$ cat src/sv/bffa_pkg.sv
`default_nettype none
// ----------------------------------------------------------------------------
// bffa_pkg
// Shared widths, result codes and controller/datapath interface types for the
// bitmap first-fit block allocator.
// ----------------------------------------------------------------------------
package bffa_pkg;

  localparam int NUM_BLOCKS_DEF = 64;

  // Field widths of the request and result beats
  localparam int ACTION_W  = 1;
  localparam int RUN_LEN_W = 7;
  localparam int BLK_IDX_W = 6;
  localparam int STATUS_W  = 2;
  localparam int START_W   = 6;

  localparam logic [ACTION_W-1:0] ACT_FREE = 1'b1;

  localparam logic [STATUS_W-1:0] ST_OK        = 2'd0;
  localparam logic [STATUS_W-1:0] ST_NO_SPACE  = 2'd1;
  localparam logic [STATUS_W-1:0] ST_BAD_INDEX = 2'd2;

  // Which result the datapath is to register this cycle
  typedef enum logic [1:0] {
    EMIT_NONE,
    EMIT_FREE,
    EMIT_NO_SPACE,
    EMIT_ALLOC
  } emit_t;

  typedef struct packed {
    logic  load;        // capture request fields
    logic  clr_wr;      // clearing pass: zero entry at pointer
    logic  free_wr;     // free request: clear named bit if in range
    logic  scan_first;  // read entry 0, reset run count
    logic  scan;        // evaluate one map bit
    logic  mark;        // set one bit of the found run
    emit_t emit;
  } ctl_cmd_t;

  typedef struct packed {
    logic req_free;
    logic len_ok;
    logic clr_last;
    logic found;
    logic scan_last;
    logic mark_last;
  } dp_stat_t;

endpackage
`default_nettype wire

$ cat src/sv/bffa_ram.sv
`default_nettype none
// ----------------------------------------------------------------------------
// bffa_ram
// Generic simple dual-port RAM: one write and one registered read per cycle.
// ----------------------------------------------------------------------------
module bffa_ram #(
  parameter  int WIDTH = 1,
  parameter  int DEPTH = 64,
  localparam int AW    = (DEPTH > 1) ? $clog2(DEPTH) : 1
) (
  input  wire logic             clk,
  input  wire logic             we,
  input  wire logic [AW-1:0]    waddr,
  input  wire logic [WIDTH-1:0] wdata,
  input  wire logic [AW-1:0]    raddr,
  output logic      [WIDTH-1:0] rdata
);

  logic [WIDTH-1:0] mem [DEPTH];

  always_ff @(posedge clk) begin
    if (we) begin
      mem[waddr] <= wdata;
    end
    rdata <= mem[raddr];
  end

endmodule
`default_nettype wire

$ cat src/sv/bffa_ctrl.sv
`default_nettype none
// ----------------------------------------------------------------------------
// bffa_ctrl
// Sequencer: clearing pass, request decode, bitmap scan and run marking.
// ----------------------------------------------------------------------------
module bffa_ctrl (
  input  wire logic               clk,
  input  wire logic               rst_n,
  input  wire logic               start,
  output logic                    busy,
  input  wire bffa_pkg::dp_stat_t stat,
  output bffa_pkg::ctl_cmd_t      cmd
);
  import bffa_pkg::*;

  typedef enum logic [2:0] {
    S_CLEAR,
    S_IDLE,
    S_DECODE,
    S_SCAN,
    S_MARK
  } state_t;

  state_t state_r, state_nxt;
  logic   busy_r;

  always_comb begin
    cmd       = '0;
    state_nxt = state_r;
    case (state_r)
      S_CLEAR: begin
        cmd.clr_wr = 1'b1;
        if (stat.clr_last) begin
          state_nxt = S_IDLE;
        end
      end
      S_IDLE: begin
        if (start && !busy_r) begin
          cmd.load  = 1'b1;
          state_nxt = S_DECODE;
        end
      end
      S_DECODE: begin
        if (stat.req_free) begin
          cmd.free_wr = 1'b1;
          cmd.emit    = EMIT_FREE;
          state_nxt   = S_IDLE;
        end else if (!stat.len_ok) begin
          cmd.emit  = EMIT_NO_SPACE;
          state_nxt = S_IDLE;
        end else begin
          cmd.scan_first = 1'b1;
          state_nxt      = S_SCAN;
        end
      end
      S_SCAN: begin
        cmd.scan = 1'b1;
        if (stat.found) begin
          state_nxt = S_MARK;
        end else if (stat.scan_last) begin
          cmd.emit  = EMIT_NO_SPACE;
          state_nxt = S_IDLE;
        end
      end
      S_MARK: begin
        cmd.mark = 1'b1;
        if (stat.mark_last) begin
          cmd.emit  = EMIT_ALLOC;
          state_nxt = S_IDLE;
        end
      end
      default: begin
        state_nxt = S_IDLE;
      end
    endcase
  end

  always_ff @(posedge clk) begin
    if (!rst_n) begin
      state_r <= S_CLEAR;
      busy_r  <= 1'b1;
    end else begin
      state_r <= state_nxt;
      busy_r  <= (state_nxt != S_IDLE);
    end
  end

  assign busy = busy_r;

endmodule
`default_nettype wire

$ cat src/sv/bffa_dpath.sv
`default_nettype none
// ----------------------------------------------------------------------------
// bffa_dpath
// Allocation map RAM, shared map pointer, run counter and result registers.
// ----------------------------------------------------------------------------
module bffa_dpath #(
  parameter int NUM_BLOCKS = bffa_pkg::NUM_BLOCKS_DEF
) (
  input  wire logic                              clk,
  input  wire logic                              rst_n,
  input  wire logic [bffa_pkg::ACTION_W-1:0]     in_action,
  input  wire logic [bffa_pkg::RUN_LEN_W-1:0]    in_run_length,
  input  wire logic [bffa_pkg::BLK_IDX_W-1:0]    in_block_index,
  input  wire bffa_pkg::ctl_cmd_t                cmd,
  output bffa_pkg::dp_stat_t                     stat,
  output logic                                   out_valid,
  output logic      [bffa_pkg::STATUS_W-1:0]     out_status,
  output logic      [bffa_pkg::START_W-1:0]      out_start_block
);
  import bffa_pkg::*;

  localparam int AW = (NUM_BLOCKS > 1) ? $clog2(NUM_BLOCKS) : 1;
  // wide enough for a map index and a run length
  localparam int WW = (AW > RUN_LEN_W) ? AW : RUN_LEN_W;
  localparam logic [AW-1:0] LAST_IDX = AW'(NUM_BLOCKS - 1);

  // request fields
  logic [ACTION_W-1:0]  action_r;
  logic [RUN_LEN_W-1:0] want_r;
  logic [BLK_IDX_W-1:0] idx_r;

  logic [AW-1:0]        ptr_r, ptr_nxt;
  logic [RUN_LEN_W-1:0] run_r, run_nxt;
  logic [RUN_LEN_W-1:0] left_r, left_nxt;
  logic [START_W-1:0]   start6_r, start6_nxt;

  logic                 out_valid_r, out_valid_nxt;
  logic [STATUS_W-1:0]  out_status_r, out_status_nxt;
  logic [START_W-1:0]   out_start_r, out_start_nxt;

  logic                 ram_we, ram_wdata, ram_rdata;
  logic [AW-1:0]        ram_waddr, ram_raddr;

  logic                 idx_ok, len_ok, found;
  logic [RUN_LEN_W-1:0] run_inc;
  logic [WW-1:0]        start_w, idx_w;

  bffa_ram #(
    .WIDTH (1),
    .DEPTH (NUM_BLOCKS)
  ) u_map (
    .clk   (clk),
    .we    (ram_we),
    .waddr (ram_waddr),
    .wdata (ram_wdata),
    .raddr (ram_raddr),
    .rdata (ram_rdata)
  );

  assign idx_ok  = (int'(idx_r) < NUM_BLOCKS);
  assign len_ok  = (want_r != '0) && (int'(want_r) <= NUM_BLOCKS);
  assign run_inc = run_r + RUN_LEN_W'(1);
  assign found   = cmd.scan && !ram_rdata && (run_inc == want_r);
  // run ends at the pointer, so it starts want-1 entries earlier
  assign start_w = WW'(ptr_r) + WW'(1) - WW'(want_r);
  assign idx_w   = WW'(idx_r);

  always_comb begin
    stat           = '0;
    stat.req_free  = (action_r == ACT_FREE);
    stat.len_ok    = len_ok;
    stat.clr_last  = (ptr_r == LAST_IDX);
    stat.found     = found;
    stat.scan_last = (ptr_r == LAST_IDX);
    stat.mark_last = (left_r == RUN_LEN_W'(1));
  end

  // map port: read runs one entry ahead of the bit under test
  always_comb begin
    ram_we    = 1'b0;
    ram_waddr = ptr_r;
    ram_wdata = 1'b0;
    ram_raddr = ptr_r + AW'(1);
    if (cmd.clr_wr) begin
      ram_we = 1'b1;
    end
    if (cmd.free_wr) begin
      ram_we    = idx_ok;
      ram_waddr = idx_w[AW-1:0];
    end
    if (cmd.mark) begin
      ram_we    = 1'b1;
      ram_wdata = 1'b1;
    end
    if (cmd.scan_first) begin
      ram_raddr = '0;
    end
  end

  always_comb begin
    ptr_nxt    = ptr_r;
    run_nxt    = run_r;
    left_nxt   = left_r;
    start6_nxt = start6_r;
    if (cmd.clr_wr || cmd.mark) begin
      ptr_nxt = ptr_r + AW'(1);
    end
    if (cmd.mark) begin
      left_nxt = left_r - RUN_LEN_W'(1);
    end
    if (cmd.scan_first) begin
      ptr_nxt = '0;
      run_nxt = '0;
    end
    if (cmd.scan) begin
      run_nxt = ram_rdata ? '0 : run_inc;
      if (found) begin
        ptr_nxt    = start_w[AW-1:0];
        left_nxt   = want_r;
        start6_nxt = start_w[START_W-1:0];
      end else begin
        ptr_nxt = ptr_r + AW'(1);
      end
    end
  end

  always_comb begin
    out_valid_nxt  = 1'b1;
    out_status_nxt = ST_OK;
    out_start_nxt  = '0;
    case (cmd.emit)
      EMIT_NONE: begin
        out_valid_nxt = 1'b0;
      end
      EMIT_FREE: begin
        out_status_nxt = idx_ok ? ST_OK : ST_BAD_INDEX;
      end
      EMIT_NO_SPACE: begin
        out_status_nxt = ST_NO_SPACE;
      end
      EMIT_ALLOC: begin
        out_start_nxt = start6_r;
      end
      default: begin
        out_valid_nxt = 1'b0;
      end
    endcase
  end

  // payload registers
  always_ff @(posedge clk) begin
    if (cmd.load) begin
      action_r <= in_action;
      want_r   <= in_run_length;
      idx_r    <= in_block_index;
    end
    run_r        <= run_nxt;
    left_r       <= left_nxt;
    start6_r     <= start6_nxt;
    out_status_r <= out_status_nxt;
    out_start_r  <= out_start_nxt;
  end

  always_ff @(posedge clk) begin
    if (!rst_n) begin
      ptr_r       <= '0;
      out_valid_r <= 1'b0;
    end else begin
      ptr_r       <= ptr_nxt;
      out_valid_r <= out_valid_nxt;
    end
  end

  assign out_valid       = out_valid_r;
  assign out_status      = out_status_r;
  assign out_start_block = out_start_r;

endmodule
`default_nettype wire

$ cat src/sv/bitmap_first_fit_block_allocator_unit.sv
`default_nettype none
// ----------------------------------------------------------------------------
// bitmap_first_fit_block_allocator_unit
// First-fit allocator of contiguous block runs over a one-bit-per-block map.
// ----------------------------------------------------------------------------
// Usage:
//   Request: drive in_action / in_run_length / in_block_index and raise start
//   while busy is low; the beat is taken at that edge and busy rises.
//   Allocate (action 0) scans the map from block 0 for the first run of
//   in_run_length free blocks, then sets its bits one per cycle. Free
//   (action 1) clears the single named bit.
//   Result: one beat per request, out_valid high for exactly one cycle with
//   out_status (0 ok, 1 no space, 2 bad index) and out_start_block.
//   Result path: a free, or a zero / oversized run length, is answered
//     straight from the decode state; an allocate that fails answers
//     once the scan reaches the last block; one that fits answers once
//     the scan has found the whole run and every bit of it is marked.
//   The scan reads one map bit per cycle from the single-read map RAM, and
//   marking writes one bit per cycle through its single write port.
//   busy falls in the result cycle, so the next request can be taken at the
//   edge that ends the result beat; items are taken one at a time.
//   The receiver cannot stall; results are never held.
//   Reset: a clearing pass writes every map entry free, one per cycle, so
//   busy stays high from reset until the pass has written the last entry.
// ----------------------------------------------------------------------------
module bitmap_first_fit_block_allocator_unit #(
  parameter int NUM_BLOCKS = bffa_pkg::NUM_BLOCKS_DEF
) (
  input  wire logic                           clk,
  input  wire logic                           rst_n,
  input  wire logic                           start,
  output logic                                busy,
  input  wire logic [bffa_pkg::ACTION_W-1:0]  in_action,
  input  wire logic [bffa_pkg::RUN_LEN_W-1:0] in_run_length,
  input  wire logic [bffa_pkg::BLK_IDX_W-1:0] in_block_index,
  output logic                                out_valid,
  output logic      [bffa_pkg::STATUS_W-1:0]  out_status,
  output logic      [bffa_pkg::START_W-1:0]   out_start_block
);
  import bffa_pkg::*;

  ctl_cmd_t cmd;
  dp_stat_t stat;

  // sequencer: owns busy and every step of the datapath
  bffa_ctrl u_ctrl (
    .clk   (clk),
    .rst_n (rst_n),
    .start (start),
    .busy  (busy),
    .stat  (stat),
    .cmd   (cmd)
  );

  // map store, pointer / run counters and result beat registers
  bffa_dpath #(
    .NUM_BLOCKS (NUM_BLOCKS)
  ) u_dpath (
    .clk             (clk),
    .rst_n           (rst_n),
    .in_action       (in_action),
    .in_run_length   (in_run_length),
    .in_block_index  (in_block_index),
    .cmd             (cmd),
    .stat            (stat),
    .out_valid       (out_valid),
    .out_status      (out_status),
    .out_start_block (out_start_block)
  );

endmodule
`default_nettype wire
$ cat config.mk
export PLATFORM = sky130hd
export DESIGN_NAME = bitmap_first_fit_block_allocator_unit
export DESIGN_NICKNAME = d
export VERILOG_FILES = /design/src/sv/bffa_pkg.sv /design/src/sv/bffa_ram.sv /design/src/sv/bffa_ctrl.sv /design/src/sv/bffa_dpath.sv /design/src/sv/bitmap_first_fit_block_allocator_unit.sv
export SDC_FILE = /design/constraint.sdc
export NUM_CORES = 1
export LEC_CHECK = 0
export BUFFER_PORTS_ARGS = -buffer_cell sky130_fd_sc_hd__clkbuf_2
export CORE_AREA = 3 3 107 109
export DETAILED_ROUTE_END_ITERATION = 10
export DIE_AREA = 0 0 110 112
export PLACE_DENSITY_LB_ADDON = 0.3
export SLEW_MARGIN = 20
export SYNTH_ARGS = -nofsm -noshare
export SYNTH_HDL_FRONTEND = slang
export SYNTH_SLANG_ARGS = --single-unit
$ cat constraint.sdc
create_clock -name clk -period 3.16 [get_ports clk]
set_clock_uncertainty 0.15 [all_clocks]
set_input_delay 0.632 -clock clk [delete_from_list [all_inputs] [get_ports clk]]
set_output_delay 0.632 -clock clk [all_outputs]
set_load 0.005 [all_outputs]
Word level (Yosys, flattened, before mapping)

Memories as Yosys holds them, arrays and structs flattened. A register that Yosys moved wholly into a read port is not among the register bits.
Index checks and enable logic that the tools add are counted.

Bits in registers: 52
Latch bits: 0
Bits in writable memories: 64
ROM bits: 0
Bits of input ports: 17
Word-level logic and storage cells: 84
Memories: 1

Memory list:

| memory            | words | width | rd ports | clocked after memory_dff | wr ports | line           | text |
|---|---|---|---|---|---|---|---|
| u_dpath.u_map.mem | 64    | 1     | 1        | 1                        | 1        | bffa_ram.sv:19 | `logic [WIDTH-1:0] mem [DEPTH];` |

Add/subtract/negate cells: 5
Multipliers: 0
Divide/modulo/power cells: 0
Order comparisons: 1
Equal/unequal tests: 10
Shifts and indexed selects: 0
Muxes and demuxes: 42
Bitwise logic cells: 0
Reduce and logical (&&, ||, !) cells: 13

Operators with widths:

| kind                                                                     | number |
|---|---|
| 7-bit two-way mux                                                        | 6 |
| 6-bit two-way mux                                                        | 6 |
| 1-bit two-way mux                                                        | 16 |
| 2-bit two-way mux                                                        | 8 |
| 3-bit one-hot mux with 5 select lines                                    | 1 |
| 6-bit by 1-bit adder with 6-bit output (second input constant)           | 2 |
| 3-bit two-way mux                                                        | 4 |
| 7-bit by 1-bit adder with 7-bit output (second input constant)           | 1 |
| 7-bit by 1-bit == test with 1-bit output (second input constant)         | 1 |
| 7-bit == test                                                            | 1 |
| 7-bit <= comparator (second input constant)                              | 1 |
| 7-bit nonzero test                                                       | 1 |
| 7-bit by 1-bit subtractor with 7-bit output (second input constant)      | 1 |
| 3-bit by 2-bit == test with 1-bit output (second input constant)         | 2 |
| 6-bit == test (second input constant)                                    | 1 |
| 2-bit one-hot mux with 3 select lines                                    | 1 |
| 6-bit subtractor                                                         | 1 |
| 2-bit == test (second input constant)                                    | 2 |
| 1-bit logical AND                                                        | 4 |
| 3-bit by 1-bit == test with 1-bit output (second input constant)         | 1 |
| 3-bit == test (second input constant)                                    | 1 |
| 3-bit logical NOT                                                        | 1 |
| 3-bit by 1-bit inequality test with 1-bit output (second input constant) | 1 |
| 3-bit nonzero test                                                       | 1 |
| other kinds (5)                                                          | 6 |

Depth between registers and ports, before layout

Word-level depth: 9
Mapped depth: 12

Modules after synthesis

From an unflattened synthesis, not the netlist that was laid out.

Cell total of the unflattened synthesis: 478
Area total of the unflattened synthesis: 5779.3 µm²

By module, submodules not included:

| module     | instances | cells an instance | area an instance (µm²) | sequential area each (µm²) |
|---|---|---|---|---|
| bffa_ram   | 1         | 204               | 2914.0                 | 1941.9 |
| bffa_dpath | 1         | 238               | 2552.4                 | 1231.2 |
| bffa_ctrl  | 1         | 36                | 312.8                  | 80.1 |

Worst setup path before layout

No wires, ideal clock.

Path kind: register to register
Start point: reg u_ctrl.state_r[0]
End point: reg u_dpath.action_r (enable)
Setup time: 0.430 ns
Data arrival time: 2.376 ns
Required time: 2.580 ns
Path slack: 0.204 ns
Cell stages (with the launch flop): 4
Period minus slack after synthesis: 2.956 ns
Path through: dfxtp_1 clkbuf_1 nand2b_1 nor4b_1

RTL lines:

| item                   | line              | text |
|---|---|---|
| from (decl)            | bffa_ctrl.sv:24   | `state_t state_r, state_nxt;` |
| from (signal assigned) | bffa_ctrl.sv:83   | `state_r <= state_nxt;` |
| to (signal assigned)   | bffa_dpath.sv:153 | `action_r <= in_action;` |
| to (decl)              | bffa_dpath.sv:28  | `logic [ACTION_W-1:0] action_r;` |

Worst setup path after layout

Start point: reg u_dpath.run_r[0]
End point: reg u_dpath.out_valid_r (netlist: u_dpath.out_valid)

Word-level cells in the longest chain between the ends: 7

RTL lines:

| item                                   | line              | text |
|---|---|---|
| from (decl)                            | bffa_dpath.sv:33  | `logic [RUN_LEN_W-1:0] run_r, run_nxt;` |
| from (signal assigned)                 | bffa_dpath.sv:157 | `run_r <= run_nxt;` |
| 7-bit by 1-bit adder with 7-bit output | bffa_dpath.sv:62  | `assign run_inc = run_r + RUN_LEN_W'(1);` |
| 7-bit == test                          | bffa_dpath.sv:63  | `assign found = cmd.scan && !ram_rdata && (run_inc == want_r);` |
| 1-bit logical AND                      | bffa_dpath.sv:63  |  |
| 2-bit two-way mux                      | bffa_ctrl.sv:58   | `if (stat.found) begin` |
| 2-bit one-hot mux with 3 select lines  | bffa_ctrl.sv:30   | `case (state_r)` |
| 2-bit logical NOT                      | bffa_dpath.sv:131 | `case (cmd.emit)` |
| 1-bit two-way mux                      | bffa_dpath.sv:131 |  |
| to (signal assigned)                   | bffa_dpath.sv:170 | `out_valid_r <= out_valid_nxt;` |
| to (decl)                              | bffa_dpath.sv:37  | `logic out_valid_r, out_valid_nxt;` |

No other way between the ends.
A chain may end at the register's enable or synchronous reset.

==> out/metrics.cfg <==
[status]
outcome = complete, no violations

[setup_path]
required_ps = 3410
critPathCaptureType = register
cp_common_cell = xnor2_1
r2r_cells = 8
critPathMaxStageDelay_ps = 510
cp_slowest_cell = or4b_1
arrival_ps = 3150
crit_type = reg -> reg
path_cells = ha_1, xnor2_1, xnor2_1, or4_4, or4b_1, buf_4, a31oi_1, a21oi_1
r2r_setup_slack_ps = 260
cp-start-kind = register
worstPathMaxFanout = 23
r2r_end = u_dpath.out_valid
r2r-start = u_dpath.run_r[0]

[timing]
period_minus_slack_ps = 2900
setup_viol = 0
rsz0062_at_grt = no
hold_viol_final = 0
final.period_utilization_pct = 91.7
slew_viol_final = 0
fin_setup_tns_ps = 0
max_slew_margin_pct = 53.0
fmax_ghz = 0.345
hold_ws_ps = 131
worst_pin_slew_ps = 700

[yosys]
syn-instance-count = 514
synth_seq_cells = 117
seq_area_frac_synth_pct = 56.4
yosys_warnings = 0
synth_nets = 545
synthDistinctLibCells = 61
synth_edf_count = 91
netlist_area_um2 = 5770
async_reset_ff_share_pct = 0
avgSynthCellArea_um2 = 11.2
ys.flop_type = edfxtp_1

[worst_hold_path]
hp-class = in -> reg
whs_endpoint = u_dpath.idx_r[1]
hold_depth = 1
hold_path_startpoint = in_block_index[1]

[floorplan]
dieArea_um2 = 12300
ios = 27
start_util_pct = 53.9
rows = 38
die_width_um = 110
core_area_um2 = 10700
die_h_um = 112

[place]
port_buffers = 25
dpl.hpwl_mm = 8.76
gp_congestion = 0.881

[finish]
fin_nets = 583
area_growth_pct = 15.2
final_common_cell = edfxtp_1
n_antenna_cell = 0
most-common-layout-cells = edfxtp_1 (91), nor2_1 (88), nand2_1 (44), dfxtp_1 (26), clkbuf_2 (25)
final_layout_size_suffix_gt1_share_pct = 16.6

[route]
drc = 0
wl_per_cell_um = 18.4
first_pass_iters = 5
drtIter0Drc = 380
wl_mm = 13.0
vias_per_cell = 5.85
ant_nets = 0
vias = 4126

[power]
vdd.ir_drop.worst_mv = 0.367
power.density_nw_per_um2 = 558
pwr-share-comb_pct = 5.8
p_int_mw = 2.87
pwr-share-seq_pct = 44.9
swShare_pct = 22.7
power_leakage_nw = 2.27
clkPwrFrac_pct = 49.3
power_mw = 3.71
switchingPower_mw = 0.842

[clocking]
numCtsBuffers = 17
cts.clk_slew.worst_paths_ps = 60
ctsResizeCount = 0
cts_root_buf = clkbuf_8
clk_path_buf_depth = 2
clk_latency_ps = 520
htreeDepth = 4
cts_tree = done
cts.sink_count = 117
post_cts_buffers = 0
cts.hold.buffers_added = 0

[job]
maxCapViolations = 0

[grt]
groute.usage.overall_pct = 23.0
grt_max_degree = 66
grt_overflow = 0
antenna_found_initial = 0
grt_pass1_vias = 4086
grt_pass1_wl_mm = 21.2

-- worst max-delay path by stage --
stage | startpoint | end | slack, ps | cells after the start
global placement | u_dpath.run_r[0] | u_dpath.out_valid | 370 | 7
global route | u_dpath.run_r[0] | u_dpath.out_valid | 150 | 8
CTS | u_dpath.run_r[0] | u_dpath.out_valid | 280 | 8
floorplan | u_ctrl.state_r[0] | u_dpath.action_r | 200 | 3
finish | u_dpath.run_r[0] | u_dpath.out_valid | 260 | 8
detailed placement | u_dpath.run_r[0] | u_dpath.out_valid | 280 | 8
-- state kept, by name, indices dropped and copies added, names as in the netlist --
signal                   flops
u_dpath.run_r                7
u_dpath.u_map.rdata          1
u_ctrl.busy                  1
u_dpath.out_start_block      6
u_dpath.idx_r                6
u_dpath.out_status           1
u_dpath.ptr_r                6
u_dpath.out_valid            1
u_dpath.action_r             1
u_dpath.start6_r             6
u_dpath.left_r               7
u_ctrl.state_r               3
u_dpath.u_map.mem           64
u_dpath.want_r               7
-- worst max-delay path, delay by kind of cell (launching register included) --
family          cells  cell delay, ps
compound gates      2             350
simple gates        2             940
fa+ha+maj           1             270
buf+inv             1             240
flops               1             460
xor+xnor            2             370
-- power by group through the flow --
stage | clock network, mW | logic, mW | registers [mW]
floorplan | 0 | 0.139 | 1.69
detailed placement | 0 | 0.210 | 1.70
global route | 1.94 | 0.236 | 1.66
CTS | 1.85 | 0.213 | 1.66
finish | 1.83 | 0.215 | 1.66
global placement | 0 | 0.206 | 1.70
-- per-layer routing --
metal  up-vias  track usage, %  part of all wire (%)
li1       1936               -                     -
met3        35            5.28                   5.6
met5         -               0                     0
met1      2015            29.8                    42
met4         0            11.1                   3.2
met2       140            36.3                    49
-- cell usage after synthesis (all sizes together) (2+ instances only) --
| library cell | n | share of area [%] |
|---|---|---|
| edfxtp | 91 | 47 |
| nor2 | 88 | 5.7 |
| nand2 | 44 | 2.9 |
| dfxtp | 26 | 9.0 |
| inv | 21 | 1.4 |
| o21ai | 21 | 1.8 |
| a21oi | 18 | 1.6 |
| nand3 | 18 | 1.6 |
| xnor2 | 18 | 2.7 |
| ha | 13 | 2.8 |
| clkbuf | 12 | 0.78 |
| mux2i | 11 | 1.9 |
| xor2 | 11 | 1.7 |
| mux4 | 10 | 3.9 |
| nor3 | 10 | 0.87 |
| or3 | 10 | 1.1 |
| and2 | 8 | 0.87 |
| buf | 8 | 1.1 |
| nand2b | 8 | 0.87 |
| a31oi | 6 | 0.65 |
| nor4 | 4 | 0.54 |
| o21a | 4 | 0.52 |
| o31ai | 4 | 0.52 |
| or4 | 4 | 0.59 |
| a211oi | 3 | 0.39 |
| a21o | 3 | 0.39 |
| mux2 | 3 | 0.65 |
| nand3b | 3 | 0.61 |
| o211ai | 3 | 0.48 |
| o22ai | 3 | 0.33 |
| a211o | 2 | 0.30 |
| a21boi | 2 | 0.26 |
| a22o | 2 | 0.30 |
| and3 | 2 | 0.22 |
| nor2b | 2 | 0.35 |
| nor4b | 2 | 0.30 |
| o32ai | 2 | 0.30 |
| or4b | 2 | 0.35 |
-- logic make-up after synthesis --
| family | after synthesis | synth area share [%] |
|---|---|---|
| AND/OR/NAND/NOR | 209 | 17.4 |
| adder cells (fa/ha/maj) | 14 | 3.17 |
| buffers and inverters | 41 | 3.21 |
| multiplexers | 24 | 6.46 |
| XOR/XNOR | 29 | 4.40 |
| flip-flops | 117 | 56.4 |
| other | 1 | 0.0650 |
| AO/OA/AOI/OAI | 79 | 8.85 |
-- cell type report --
class	instances	area (um2)
Tap cell	140	175
Clock inverter	15	158
Fill cell	857	4050
Timing Repair Buffer	39	230
Inverter	21	78.8
Multi-Input combinational cell	356	2340
Sequential cell	117	3250
Clock buffer	17	414
-- metrics by stage --
stage | instances | setup WS (ps) | cell area [um2] | util [%]
floorplan | 514 | 204 | 5770 | -
global placement | 673 | 374 | 6070 | 56.8
detailed placement | 673 | 283 | 6070 | 56.8
CTS | 705 | 277 | 6650 | 62.1
global route | 705 | 154 | 6650 | 62.1
finish | 705 | 261 | 6650 | 62.1
Note: power is estimated with default switching activity, not from simulation.
